===== config.mk =====
export PLATFORM = sky130hd
export DESIGN_NAME = packet_match_action_classifier_flat
export DESIGN_NICKNAME = d
export VERILOG_FILES = /design/src/pmac_pkg.sv /design/src/pmac_in_if.sv /design/src/pmac_out_if.sv /design/src/pmac_cfg_if.sv /design/src/pmac_decide.sv /design/src/packet_match_action_classifier.sv /design/src/flat_wrapper.sv
export SDC_FILE = /design/constraint.sdc
export NUM_CORES = 1
export LEC_CHECK = 0
export BUFFER_PORTS_ARGS = -buffer_cell sky130_fd_sc_hd__buf_2
export CELL_PAD_IN_SITES_DETAIL_PLACEMENT = 1
export CELL_PAD_IN_SITES_GLOBAL_PLACEMENT = 2
export CORE_MARGIN = 8
export CORE_UTILIZATION = 41
export DETAILED_ROUTE_END_ITERATION = 7
export PLACE_DENSITY = 0.88
export SYNTH_ARGS = -nofsm -noshare
export SYNTH_HDL_FRONTEND = slang
export SYNTH_SLANG_ARGS = --single-unit

===== constraint.sdc =====
create_clock -name clk_i -period 20.7 [get_ports clk_i]
set_clock_uncertainty 0.15 [all_clocks]
set_input_delay 5.175 -clock clk_i [delete_from_list [all_inputs] [get_ports clk_i]]
set_output_delay 5.175 -clock clk_i [all_outputs]
set_load 0.02 [all_outputs]

===== src/pmac_pkg.sv =====
`timescale 1ns / 1ps

package pmac_pkg;

  // Result action codes.
  typedef enum logic [2:0] {
    ACT_HOP_EXPIRED = 3'd0,
    ACT_FW_BLOCK    = 3'd1,
    ACT_ROUTE_DROP  = 3'd2,
    ACT_ROUTED      = 3'd3,
    ACT_NAT         = 3'd4,
    ACT_SW_DROP     = 3'd5,
    ACT_SW_FWD      = 3'd6,
    ACT_SW_NONE     = 3'd7
  } action_e;

  // Configuration register indexes.
  localparam int unsigned CfgIdxW = 8;
  localparam logic [CfgIdxW-1:0] CFG_PUB_HIGH = 8'd0;
  localparam logic [CfgIdxW-1:0] CFG_PUB_LOW  = 8'd1;

  localparam logic [63:0] PUB_HIGH_RST = 64'h6b6a_55b5_14ad_a4c6;
  localparam logic [63:0] PUB_LOW_RST  = 64'hbcbe_8ee2_8cec_917c;

  // Address prefixes, compared on the top bits of the upper address half.
  localparam logic [6:0]  PFX_FC00_7   = 7'b1111110;
  localparam logic [7:0]  PFX_FF00_8   = 8'hff;
  localparam logic [7:0]  PFX_FD00_8   = 8'hfd;
  localparam logic [7:0]  PFX_FA00_8   = 8'hfa;
  localparam logic [9:0]  PFX_FE80_10  = 10'b1111111010;
  localparam logic [63:0] ROUTE_DROP_HIGH = 64'hff00_0000_0000_0000;
  localparam logic [63:0] ROUTE_DROP_LOW  = 64'h0000_0000_0000_0114;

  localparam logic [15:0] PORT_HTTP  = 16'd80;
  localparam logic [15:0] PORT_SSH   = 16'd22;

  typedef struct packed {
    logic [63:0] dst_addr_high;
    logic [63:0] dst_addr_low;
    logic [63:0] src_addr_high;
    logic [63:0] src_addr_low;
    logic [15:0] dst_port;
    logic [47:0] dst_mac;
    logic [7:0]  hop_cnt;
  } pkt_t;

  typedef struct packed {
    logic [2:0]  action;
    logic [2:0]  egress_port;
    logic [7:0]  next_hop_cnt;
    logic [63:0] out_src_high;
    logic [63:0] out_src_low;
  } res_t;

  typedef struct packed {
    logic [CfgIdxW-1:0] reg_idx;
    logic [63:0]        wdata;
  } cfg_t;

  typedef struct packed {
    logic [47:0] value;
    logic [5:0]  len;
    logic        drop;
    logic [2:0]  port;
  } mac_rule_t;

  localparam int unsigned MacRules = 10;

  localparam mac_rule_t MAC_TABLE [MacRules] = '{
    '{value: 48'h5254_0042_4200, len: 6'd40, drop: 1'b0, port: 3'd5},
    '{value: 48'h70B3_D5E6_F000, len: 6'd36, drop: 1'b1, port: 3'd0},
    '{value: 48'h0000_0C00_0000, len: 6'd24, drop: 1'b0, port: 3'd2},
    '{value: 48'h98CA_3300_0000, len: 6'd24, drop: 1'b0, port: 3'd3},
    '{value: 48'h0100_0000_0000, len: 6'd8,  drop: 1'b0, port: 3'd4},
    '{value: 48'h0200_0000_0000, len: 6'd8,  drop: 1'b0, port: 3'd1},
    '{value: 48'h0600_0000_0000, len: 6'd8,  drop: 1'b0, port: 3'd2},
    '{value: 48'h0A00_0000_0000, len: 6'd8,  drop: 1'b0, port: 3'd1},
    '{value: 48'h0E00_0000_0000, len: 6'd8,  drop: 1'b0, port: 3'd1},
    '{value: 48'h0F00_0000_0000, len: 6'd8,  drop: 1'b1, port: 3'd0}
  };

  // True when the top rule.len bits of mac equal those of the rule value.
  function automatic logic mac_hit(input logic [47:0] mac, input mac_rule_t rule);
    logic [47:0] mask;
    mask = {48{1'b1}} << (6'd48 - rule.len);
    return ((mac ^ rule.value) & mask) == 48'h0;
  endfunction

endpackage


===== src/pmac_in_if.sv =====
`timescale 1ns / 1ps

interface pmac_in_if;
  import pmac_pkg::*;

  logic valid;
  logic ready;
  pkt_t data;

  modport source (output valid, output data, input ready);
  modport sink (input valid, input data, output ready);
endinterface


===== src/pmac_out_if.sv =====
`timescale 1ns / 1ps

interface pmac_out_if;
  import pmac_pkg::*;

  logic valid;
  logic ready;
  res_t data;

  modport source (output valid, output data, input ready);
  modport sink (input valid, input data, output ready);
endinterface


===== src/pmac_cfg_if.sv =====
`timescale 1ns / 1ps

interface pmac_cfg_if;
  import pmac_pkg::*;

  logic valid;
  logic ready;
  cfg_t data;

  modport source (output valid, output data, input ready);
  modport sink (input valid, input data, output ready);
endinterface


===== src/pmac_decide.sv =====
`timescale 1ns / 1ps

module pmac_decide (
  input  pmac_pkg::pkt_t     pkt_i,
  input  logic [63:0]        pub_high_i,
  input  logic [63:0]        pub_low_i,
  output pmac_pkg::res_t     res_o
);
  import pmac_pkg::*;

  logic [MacRules-1:0] mac_match;
  logic                in_fc7;
  logic                in_fd8;
  logic                in_ff8;
  logic                in_fa8;
  logic                in_fe10;
  logic                is_route_drop_host;

  always_comb begin
    for (int i = 0; i < MacRules; i++) begin
      mac_match[i] = mac_hit(pkt_i.dst_mac, MAC_TABLE[i]);
    end
  end

  assign in_fc7  = pkt_i.dst_addr_high[63:57] == PFX_FC00_7;
  assign in_fd8  = pkt_i.dst_addr_high[63:56] == PFX_FD00_8;
  assign in_ff8  = pkt_i.dst_addr_high[63:56] == PFX_FF00_8;
  assign in_fa8  = pkt_i.dst_addr_high[63:56] == PFX_FA00_8;
  assign in_fe10 = pkt_i.dst_addr_high[63:54] == PFX_FE80_10;
  assign is_route_drop_host = (pkt_i.dst_addr_high == ROUTE_DROP_HIGH) &&
                              (pkt_i.dst_addr_low == ROUTE_DROP_LOW);

  always_comb begin
    action_e     act;
    logic [2:0]  egress;
    logic        sw_hit;
    mac_rule_t   sw_rule;

    act     = ACT_SW_NONE;
    egress  = 3'd0;
    sw_hit  = 1'b0;
    sw_rule = MAC_TABLE[0];

    // Walk from the last rule up so that the first matching rule wins.
    for (int i = MacRules - 1; i >= 0; i--) begin
      if (mac_match[i]) begin
        sw_hit  = 1'b1;
        sw_rule = MAC_TABLE[i];
      end
    end

    res_o.out_src_high = pkt_i.src_addr_high;
    res_o.out_src_low  = pkt_i.src_addr_low;
    res_o.next_hop_cnt = pkt_i.hop_cnt - 8'd1;

    if (pkt_i.hop_cnt <= 8'd1) begin
      act = ACT_HOP_EXPIRED;
      res_o.next_hop_cnt = 8'd0;
    end else if (in_fc7 && pkt_i.dst_port == PORT_HTTP) begin
      act = ACT_FW_BLOCK;
    end else if (in_ff8 && pkt_i.dst_port == PORT_SSH) begin
      act = ACT_FW_BLOCK;
    end else if (is_route_drop_host || in_fa8) begin
      act = ACT_ROUTE_DROP;
    end else if (in_fd8) begin
      act    = ACT_ROUTED;
      egress = 3'd7;
    end else if (!in_fe10 && !in_fc7) begin
      act = ACT_NAT;
      res_o.out_src_high = pub_high_i;
      res_o.out_src_low  = pub_low_i;
    end else if (sw_hit) begin
      if (sw_rule.drop) begin
        act = ACT_SW_DROP;
      end else begin
        act    = ACT_SW_FWD;
        egress = sw_rule.port;
      end
    end

    res_o.action      = act;
    res_o.egress_port = egress;
  end

endmodule


===== src/packet_match_action_classifier.sv =====
`timescale 1ns / 1ps

// Channel  Dir  Handshake     Payload
// pkt_i    in   valid/ready   parsed header fields of one frame
// res_o    out  valid/ready   action, egress port, hop limit, source address
// cfg_i    in   valid/ready   register index and 64-bit write data
//
// One frame per cycle sustained while res_o is not stalled; a result is offered on
// res_o once its frame has passed the input register and then the result register,
// the two pipeline registers around the rule compares.
// Reset clears both valid bits and loads the public address reset value.
// A stall on res_o backs up through the pipeline; empty stages keep taking
// frames. cfg_i is always ready.

module packet_match_action_classifier (
  input  logic       clk_i,
  input  logic       rst_ni,
  pmac_in_if.sink    pkt_i,
  pmac_out_if.source res_o,
  pmac_cfg_if.sink   cfg_i
);
  import pmac_pkg::*;

  logic        in_vld_q;
  pkt_t        in_q;
  logic        res_vld_q;
  res_t        res_q;
  res_t        res_d;
  logic        in_rdy;
  logic        res_rdy;
  logic [63:0] pub_high_q;
  logic [63:0] pub_low_q;

  assign res_rdy     = !res_vld_q || res_o.ready;
  assign in_rdy      = !in_vld_q || res_rdy;
  assign pkt_i.ready = in_rdy;
  assign cfg_i.ready = 1'b1;
  assign res_o.valid = res_vld_q;
  assign res_o.data  = res_q;

  always_ff @(posedge clk_i or negedge rst_ni) begin
    if (!rst_ni) begin
      pub_high_q <= PUB_HIGH_RST;
      pub_low_q  <= PUB_LOW_RST;
    end else if (cfg_i.valid) begin
      unique case (cfg_i.data.reg_idx)
        CFG_PUB_HIGH: pub_high_q <= cfg_i.data.wdata;
        CFG_PUB_LOW:  pub_low_q  <= cfg_i.data.wdata;
        default: ;
      endcase
    end
  end

  always_ff @(posedge clk_i or negedge rst_ni) begin
    if (!rst_ni) begin
      in_vld_q  <= 1'b0;
      res_vld_q <= 1'b0;
    end else begin
      if (in_rdy) begin
        in_vld_q <= pkt_i.valid;
      end
      if (res_rdy) begin
        res_vld_q <= in_vld_q;
      end
    end
  end

  always_ff @(posedge clk_i) begin
    if (in_rdy && pkt_i.valid) begin
      in_q <= pkt_i.data;
    end
    if (res_rdy && in_vld_q) begin
      res_q <= res_d;
    end
  end

  pmac_decide u_decide (
    .pkt_i      (in_q),
    .pub_high_i (pub_high_q),
    .pub_low_i  (pub_low_q),
    .res_o      (res_d)
  );

  // An expired frame carries no egress port and a zero hop limit.
  a_expired_clean: assert property (@(posedge clk_i) disable iff (!rst_ni)
    res_vld_q && res_q.action == ACT_HOP_EXPIRED |->
      res_q.next_hop_cnt == 8'd0 && res_q.egress_port == 3'd0)
    else $error("expired frame with nonzero hop limit or egress port");

  // Only routed and forwarded frames name an egress port.
  a_egress_only_fwd: assert property (@(posedge clk_i) disable iff (!rst_ni)
    res_vld_q && res_q.egress_port != 3'd0 |->
      res_q.action == ACT_ROUTED || res_q.action == ACT_SW_FWD)
    else $error("egress port set for an action without one");

  // A new result needs a frame held in the input register the cycle before.
  a_res_from_input: assert property (@(posedge clk_i) disable iff (!rst_ni)
    $rose(res_vld_q) |-> $past(in_vld_q))
    else $error("result appeared without a frame in the input register");

  // A non-translated result passes the source address through unchanged.
  a_nat_only_rewrites: assert property (@(posedge clk_i) disable iff (!rst_ni)
    res_rdy && in_vld_q && res_d.action != ACT_NAT |=>
      res_q.out_src_high == $past(in_q.src_addr_high) &&
      res_q.out_src_low == $past(in_q.src_addr_low))
    else $error("source address changed without translation");

endmodule

===== src/flat_wrapper.sv =====
// flat-port wrapper written by rule: the top's interface ports become plain ports
module packet_match_action_classifier_flat import pmac_pkg::*;
  (clk_i, rst_ni, pkt_i_valid, pkt_i_data, pkt_i_ready, res_o_valid, res_o_data, res_o_ready, cfg_i_valid, cfg_i_data, cfg_i_ready);
  pmac_in_if pkt_i_i ();
  pmac_out_if res_o_i ();
  pmac_cfg_if cfg_i_i ();
  input  logic clk_i;
  input  logic rst_ni;
  input wire logic [$bits(pkt_i_i.valid)-1:0] pkt_i_valid;
  input wire logic [$bits(pkt_i_i.data)-1:0] pkt_i_data;
  output wire logic [$bits(pkt_i_i.ready)-1:0] pkt_i_ready;
  output wire logic [$bits(res_o_i.valid)-1:0] res_o_valid;
  output wire logic [$bits(res_o_i.data)-1:0] res_o_data;
  input wire logic [$bits(res_o_i.ready)-1:0] res_o_ready;
  input wire logic [$bits(cfg_i_i.valid)-1:0] cfg_i_valid;
  input wire logic [$bits(cfg_i_i.data)-1:0] cfg_i_data;
  output wire logic [$bits(cfg_i_i.ready)-1:0] cfg_i_ready;
  assign pkt_i_i.valid = pkt_i_valid;
  assign pkt_i_i.data = pkt_i_data;
  assign pkt_i_ready = pkt_i_i.ready;
  assign res_o_valid = res_o_i.valid;
  assign res_o_data = res_o_i.data;
  assign res_o_i.ready = res_o_ready;
  assign cfg_i_i.valid = cfg_i_valid;
  assign cfg_i_i.data = cfg_i_data;
  assign cfg_i_ready = cfg_i_i.ready;
  packet_match_action_classifier u_core (.clk_i(clk_i), .rst_ni(rst_ni), .pkt_i(pkt_i_i), .res_o(res_o_i), .cfg_i(cfg_i_i));
endmodule

After elaboration in Yosys (flattened, before gate mapping)
Index checks and enable logic that the tools add are counted.
{"block": "totals", "ff_bits": 600, "output_inout_bits": 145, "word_cells": 106, "in_bits": 405}
{"block": "classes", "add_sub_neg": 1, "eq_ne": 10, "n_bitwise": 10, "reduce_logical": 29, "magnitude_cmp": 1, "muxes": 37}
{"op": "128-bit 2-to-1 mux", "n": 6}
{"op": "48-bit zero test", "n": 10}
{"op": "64-bit == test, second input constant", "n": 1}
{"op": "64-bit by 9-bit == test with 1-bit output, second input constant", "n": 1}
{"op": "4-bit 2-to-1 mux", "n": 10}
{"op": "8-bit == test, second input constant", "n": 3}
{"op": "22-bit inverter", "n": 1}
{"op": "16-bit by 5-bit == test with 1-bit output, second input constant", "n": 1}
{"op": "16-bit by 7-bit == test with 1-bit output, second input constant", "n": 1}
{"op": "1-bit 2-to-1 mux", "n": 12}
{"op": "3-bit 2-to-1 mux", "n": 4}
{"op": "11-bit inverter", "n": 1}
{"op": "10-bit == test, second input constant", "n": 1}
{"op": "2-bit 2-to-1 mux", "n": 5}
{"op": "10-bit inverter", "n": 1}
{"op": "8-bit by 1-bit == test with 1-bit output, second input constant", "n": 1}
{"op": "8-bit by 1-bit less-or-equal comparator with 1-bit output, second input constant", "n": 1}
{"op": "8-bit zero test", "n": 1}
{"op": "8-bit by 1-bit subtractor with 8-bit output, second input constant", "n": 1}
{"op": "7-bit == test, second input constant", "n": 1}
{"op": "1-bit logical AND", "n": 6}
{"op": "2-bit inverter", "n": 3}
{"op": "5-bit OR reduction", "n": 1}
{"op": "1-bit zero test", "n": 4}
{"op": "7 further kinds", "n": 11}

Longest topological paths before layout
{"block": "logic_depth", "word_depth": 19, "mapped_depth": 9, "depth_no_buf": 7}

Hierarchy
From an unflattened synthesis, not the netlist that was laid out.
{"block": "unflattened", "hier_cells": 1050, "hier_area_um2": 21973.6}
{"mod": "packet_match_action_classifier", "n_inst": 1, "seq_area_each_um2": 17450.5, "area_each_um2": 19393.6, "cells_each": 754}
{"mod": "pmac_decide", "n_inst": 1, "seq_area_each_um2": 0.0, "area_each_um2": 2580.0, "cells_each": 296}

Worst setup path before layout
OpenSTA, ideal clock, no wires.
{"block": "synth_path", "path_type": "input -> register", "from": "in res_o_ready", "to": "reg u_core.in_q[0] (netlist name), enable pin", "path_buffers": 0, "path_stages": 2, "setup_ns": 0.721, "setup_slack_ns": 7.110, "arrival_ns": 12.718, "required_time_ns": 19.829, "cell_sequence": "nand3b_1 -> and2_1"}
{"block": "synth_via", "elab_chain_cells": 3}
{"element": "start: declaration", "line_no": "flat_wrapper.sv:14", "source": "input wire logic [$bits(res_o_i.ready)-1:0] res_o_ready;"}
{"element": "1-bit logical OR", "line_no": "packet_match_action_classifier.sv:34", "source": "assign res_rdy = !res_vld_q || res_o.ready;"}
{"element": "1-bit logical OR", "line_no": "packet_match_action_classifier.sv:35", "source": "assign in_rdy = !in_vld_q || res_rdy;"}
{"element": "1-bit logical AND", "line_no": "packet_match_action_classifier.sv:69", "source": "if (in_rdy && pkt_i.valid) begin"}
{"element": "end signal: assignment", "line_no": "packet_match_action_classifier.sv:70", "source": "in_q <= pkt_i.data;"}
{"element": "end: declaration", "line_no": "packet_match_action_classifier.sv:25", "source": "pkt_t in_q;"}
Every way passes these cells.
A chain may end at the register's enable or synchronous reset.

Worst setup path in the final report
{"block": "layout_path", "from": "in res_o_ready", "to": "out pkt_i_ready"}
{"block": "layout_via", "elab_chain_cells": 2}
{"element": "1-bit logical OR", "line_no": "packet_match_action_classifier.sv:34"}
{"element": "1-bit logical OR", "line_no": "packet_match_action_classifier.sv:35"}
{"element": "end: declaration", "line_no": "flat_wrapper.sv:11", "source": "output wire logic [$bits(pkt_i_i.ready)-1:0] pkt_i_ready;"}
Every way passes these cells.

==> flow_summary.rst <==
.. list-table::
   :header-rows: 1

   * - Metric
     - Value
   * - Fraction of the core area covered by cells at the end of the flow
     - a little over half
   * - Post-synthesis cell area
     - between 0.02 and 0.025 mm^2
   * - Fraction of final layout cells sized beyond drive strength 1
     - 58.88%
   * - Detail Route Antenna Nets
     - 0
   * - GR Util All Layers
     - 19.77%
   * - Resize count post-CTS
     - 0
   * - Cell Pwr Density
     - a little over 100 mW/mm^2
   * - Post-DR vias/cell
     - between 5 and 6
   * - Via count of the first global-routing pass
     - about 14,000
   * - Post-Place Cells
     - ~2,300
   * - Status
     - finished clean
   * - Max H-tree Level
     - 2
   * - Yosys warning total
     - 0
   * - Biggest cell delay along the critical path
     - 0.19 ns
   * - HP Class
     - flop to flop
   * - Clock net sink count
     - between 500 and 600
   * - Layout fillers
     - about 4,900
   * - Count of boundary I/O pins
     - 550
   * - Number of buffers added for setup after CTS
     - 0
   * - Final std cells w/o fill
     - approximately 2,400
   * - Port Buffer Count
     - 540
   * - Wire length of the first global-routing pass
     - between 80,000 and 90,000 um
   * - Hold Slack
     - about 0.35 ns
   * - Period Utilization, post-route
     - ~53%
   * - Netlist cell types
     - 52
   * - Standard cell with the maximum stage delay on the critical path
     - sky130_fd_sc_hd__nand3b_1
   * - Kind of end point of the critical path
     - output port
   * - Setup TNS
     - 0 ns
   * - Async set-or-reset flop fraction in the synthesized netlist
     - a little over a fifth
   * - Maximum fanout count along the critical path
     - 3
   * - Yosys reg bits
     - just under 600
   * - Register cell area after layout
     - between 0.015 and 0.02 mm^2
   * - Initial Utilization
     - between 40% and 50%
   * - Met1 routed wirelength after detailed routing
     - between 20,000 and 25,000 um
   * - Vias after detailed routing
     - 12,006
   * - Critical path data required time
     - around 15 ns
   * - Share of the yosys chip area belonging to registers
     - between 80% and 90%
   * - Fin crit period
     - 10.98 ns
   * - Worst endpoint data arrival time
     - around 5.7 ns
   * - Clock slew seen by the registers of the worst setup and hold paths
     - roughly 0.050 ns
   * - Achievable Freq
     - between 0.09 and 0.1 GHz
   * - Width of the die
     - around 240 um
   * - Post-route design area
     - roughly 0.027 mm^2
   * - Uppermost signal routing layer after detailed routing
     - met5
   * - Area of placed instances
     - approximately 0.025 mm^2
   * - Pin count of the biggest net entering global routing
     - 89
   * - Placeable core region
     - 0.05141 mm^2
   * - Critical Path Most Common Cell
     - sky130_fd_sc_hd__buf_2
   * - Number of iterations in the first detailed-routing pass
     - 4
   * - Maximum buffer depth of the clock tree
     - 3
   * - DR WL met3
     - a little under 5000 um
   * - Number of hold violations in the final report
     - 0
   * - Number of DRC markers after the initial detailed-route iteration
     - 566
   * - Most frequent standard cell in the layout excluding fill and tap cells
     - sky130_fd_sc_hd__buf_2
   * - Worst-Margin Slew
     - between 1 and 1.5 ns
   * - CP Class
     - input port to output port
   * - TritonCTS clock tree
     - done
   * - Largest cells by area after synthesis
     - sky130_fd_sc_hd__edfxtp_1 65%, sky130_fd_sc_hd__mux2_2 13%, sky130_fd_sc_hd__dfstp_2 8.2%, sky130_fd_sc_hd__dfrtp_1 7.4%, sky130_fd_sc_hd__nor4_1 1.1%
   * - Synthesized netlist net count
     - 1,458
   * - Met2 Wirelength
     - ~31,000 um
   * - Relative slew slack
     - 24.76%
   * - Max Transition Viols Final
     - 0
   * - Worst vdd rail ir drop
     - ~0.076 mV
   * - Logic depth of the worst register-to-register path
     - 7
   * - Total area of multi-input combinational cells
     - roughly 0.004 mm^2
   * - Syn_area_per_cell
     - around 20 um^2
   * - Post-route DRC
     - 0
   * - Synthesized netlist cell count
     - 1,051
   * - Setup-failing EPs final
     - 0
   * - Leakage power summed over all cells
     - ~0.011 uW
   * - Die Span Y
     - roughly 240 um
   * - Number of nets in the layout
     - 2,045
   * - Leading cell types in the layout, fill and taps excluded
     - 539 x sky130_fd_sc_hd__buf_2, 462 x sky130_fd_sc_hd__edfxtp_1, 256 x sky130_fd_sc_hd__mux2_2, 67 x sky130_fd_sc_hd__dfstp_2, 65 x sky130_fd_sc_hd__clkbuf_16
   * - Gr ovfl total
     - 0
   * - Setup repair after global routing missed its margin
     - false
   * - Kind of start point of the critical path
     - input port
   * - Share of Yosys cell area claimed by the top area cell type
     - around two thirds
   * - Antenna violations before repair
     - 18
   * - Post-detailed-route wirelength per cell
     - roughly 25 um
   * - Top flip-flop cell by instance count after synthesis
     - sky130_fd_sc_hd__edfxtp_1
   * - Post-synth EDFFs
     - approximately 460
   * - Hold buffers post-CTS
     - 0
   * - Root cell of the clock tree
     - sky130_fd_sc_hd__clkbuf_16
   * - Area growth, synth to finish
     - 26.79%
   * - HPWL after DPL
     - 43,420 um
   * - CP cell instances
     - buf_2, nand3b_1, buf_2
   * - Total Die Area
     - around 0.060 mm^2
   * - Routed wire length
     - approximately 61,000 um
   * - Total CTS buffers
     - 60
   * - Clk Latency, worst-skew pair
     - 0.61 ns
   * - Routability cong.
     - approximately 0.81
   * - Count of standard-cell rows
     - 83
   * - Max-cap viol count
     - 0
   * - Hold Path Cell Cnt
     - 1
   * - Cell accounting for the most synthesized area
     - sky130_fd_sc_hd__edfxtp_1
## final cells by class
cell class | instances | area share [%]
clock buffer | 88 | 6.838
timing repair buffer | 552 | 10.33
antenna | 12 | 0.1108
clock inverter | 26 | 1.140
multi-input combinational | 430 | 14.91
tap | 680 | 3.140
inverter | 2 | 0.02770
sequential | 592 | 63.51
## power breakdown
group	internal (uW)	switching (uW)	total (uW)
Combinational	65.9	105	171
Clock	697	458	1160
Sequential	1380	30.4	1410
## per-stage QoR
step	worst slack (ns)	total power, uW
after floorplan	7.110	1523
after global placement	9.743	1598
after detailed placement	9.730	1611
after CTS	9.725	2773
after global routing	9.701	2823
final	9.722	2739
## worst paths after layout
check                                          start                     to  slack [ns]
max in group asynchronous                     rst_ni   u_core.pub_low_q[20]       14.55
worst max-delay path                     res_o_ready            pkt_i_ready        9.72
worst max register to register       u_core.in_q[61]  u_core.res_o.data[18]       16.66
min in group asynchronous                     rst_ni  u_core.pub_high_q[52]        4.43
worst min-delay path            u_core.pub_low_q[20]   u_core.pub_low_q[20]        0.35
worst min register to register  u_core.pub_low_q[20]   u_core.pub_low_q[20]        0.35
## cell usage after synthesis, types with 3 or more instances
| cell type | count |
|---|---|
| sky130_fd_sc_hd__a31oi_1 | 4 |
| sky130_fd_sc_hd__nor2_1 | 24 |
| sky130_fd_sc_hd__nor3_1 | 8 |
| sky130_fd_sc_hd__nand3b_1 | 4 |
| sky130_fd_sc_hd__nor4b_1 | 8 |
| sky130_fd_sc_hd__a21oi_1 | 3 |
| sky130_fd_sc_hd__dfstp_2 | 67 |
| sky130_fd_sc_hd__nand3_1 | 7 |
| sky130_fd_sc_hd__or3b_2 | 3 |
| sky130_fd_sc_hd__nor4_1 | 36 |
| sky130_fd_sc_hd__edfxtp_1 | 462 |
| sky130_fd_sc_hd__nand2b_1 | 4 |
| sky130_fd_sc_hd__nand2_1 | 13 |
| sky130_fd_sc_hd__mux2_2 | 256 |
| sky130_fd_sc_hd__buf_4 | 13 |
| sky130_fd_sc_hd__clkbuf_1 | 12 |
| sky130_fd_sc_hd__nor4bb_1 | 4 |
| sky130_fd_sc_hd__xor2_1 | 3 |
| sky130_fd_sc_hd__nand4_1 | 15 |
| sky130_fd_sc_hd__dfrtp_1 | 63 |
## per-layer routing
metal  vias to the layer above  GRT usage, %
met5                         -             0
met4                        14         8.149
met3                       127         6.333
met2                       500         34.97
met1                      6047         21.83
li1                       5318             -
## registers in the layout, summed over array words and instances (netlist names)
name,flops
u_core.in_vld_q,1
u_core.res_o.data,142
u_core.pub_low_q,64
u_core.pub_high_q,64
u_core.in_q,320
u_core.res_o.valid,1
## cell families (layout without fill, tap and decap cells)
group / Yosys count / after routing / share of synthesized area, %
flops: 592 / 592 / 80.52
buf+inv: 29 / 668 / 0.7493
xor+xnor: 5 / 5 / 0.2049
simple gates: 149 / 149 / 4.332
fa+ha+maj: 2 / 2 / 0.1171
mux: 256 / 256 / 13.49
compound gates: 17 / 17 / 0.5736
other cells: 1 / 13 / 0.01754
## worst max-delay path, delay by kind of cell
kind / cells / cell delay, ns
buf+inv: 2 / 0.29
simple gates: 1 / 0.19
Power figures use the tool's default switching activity.
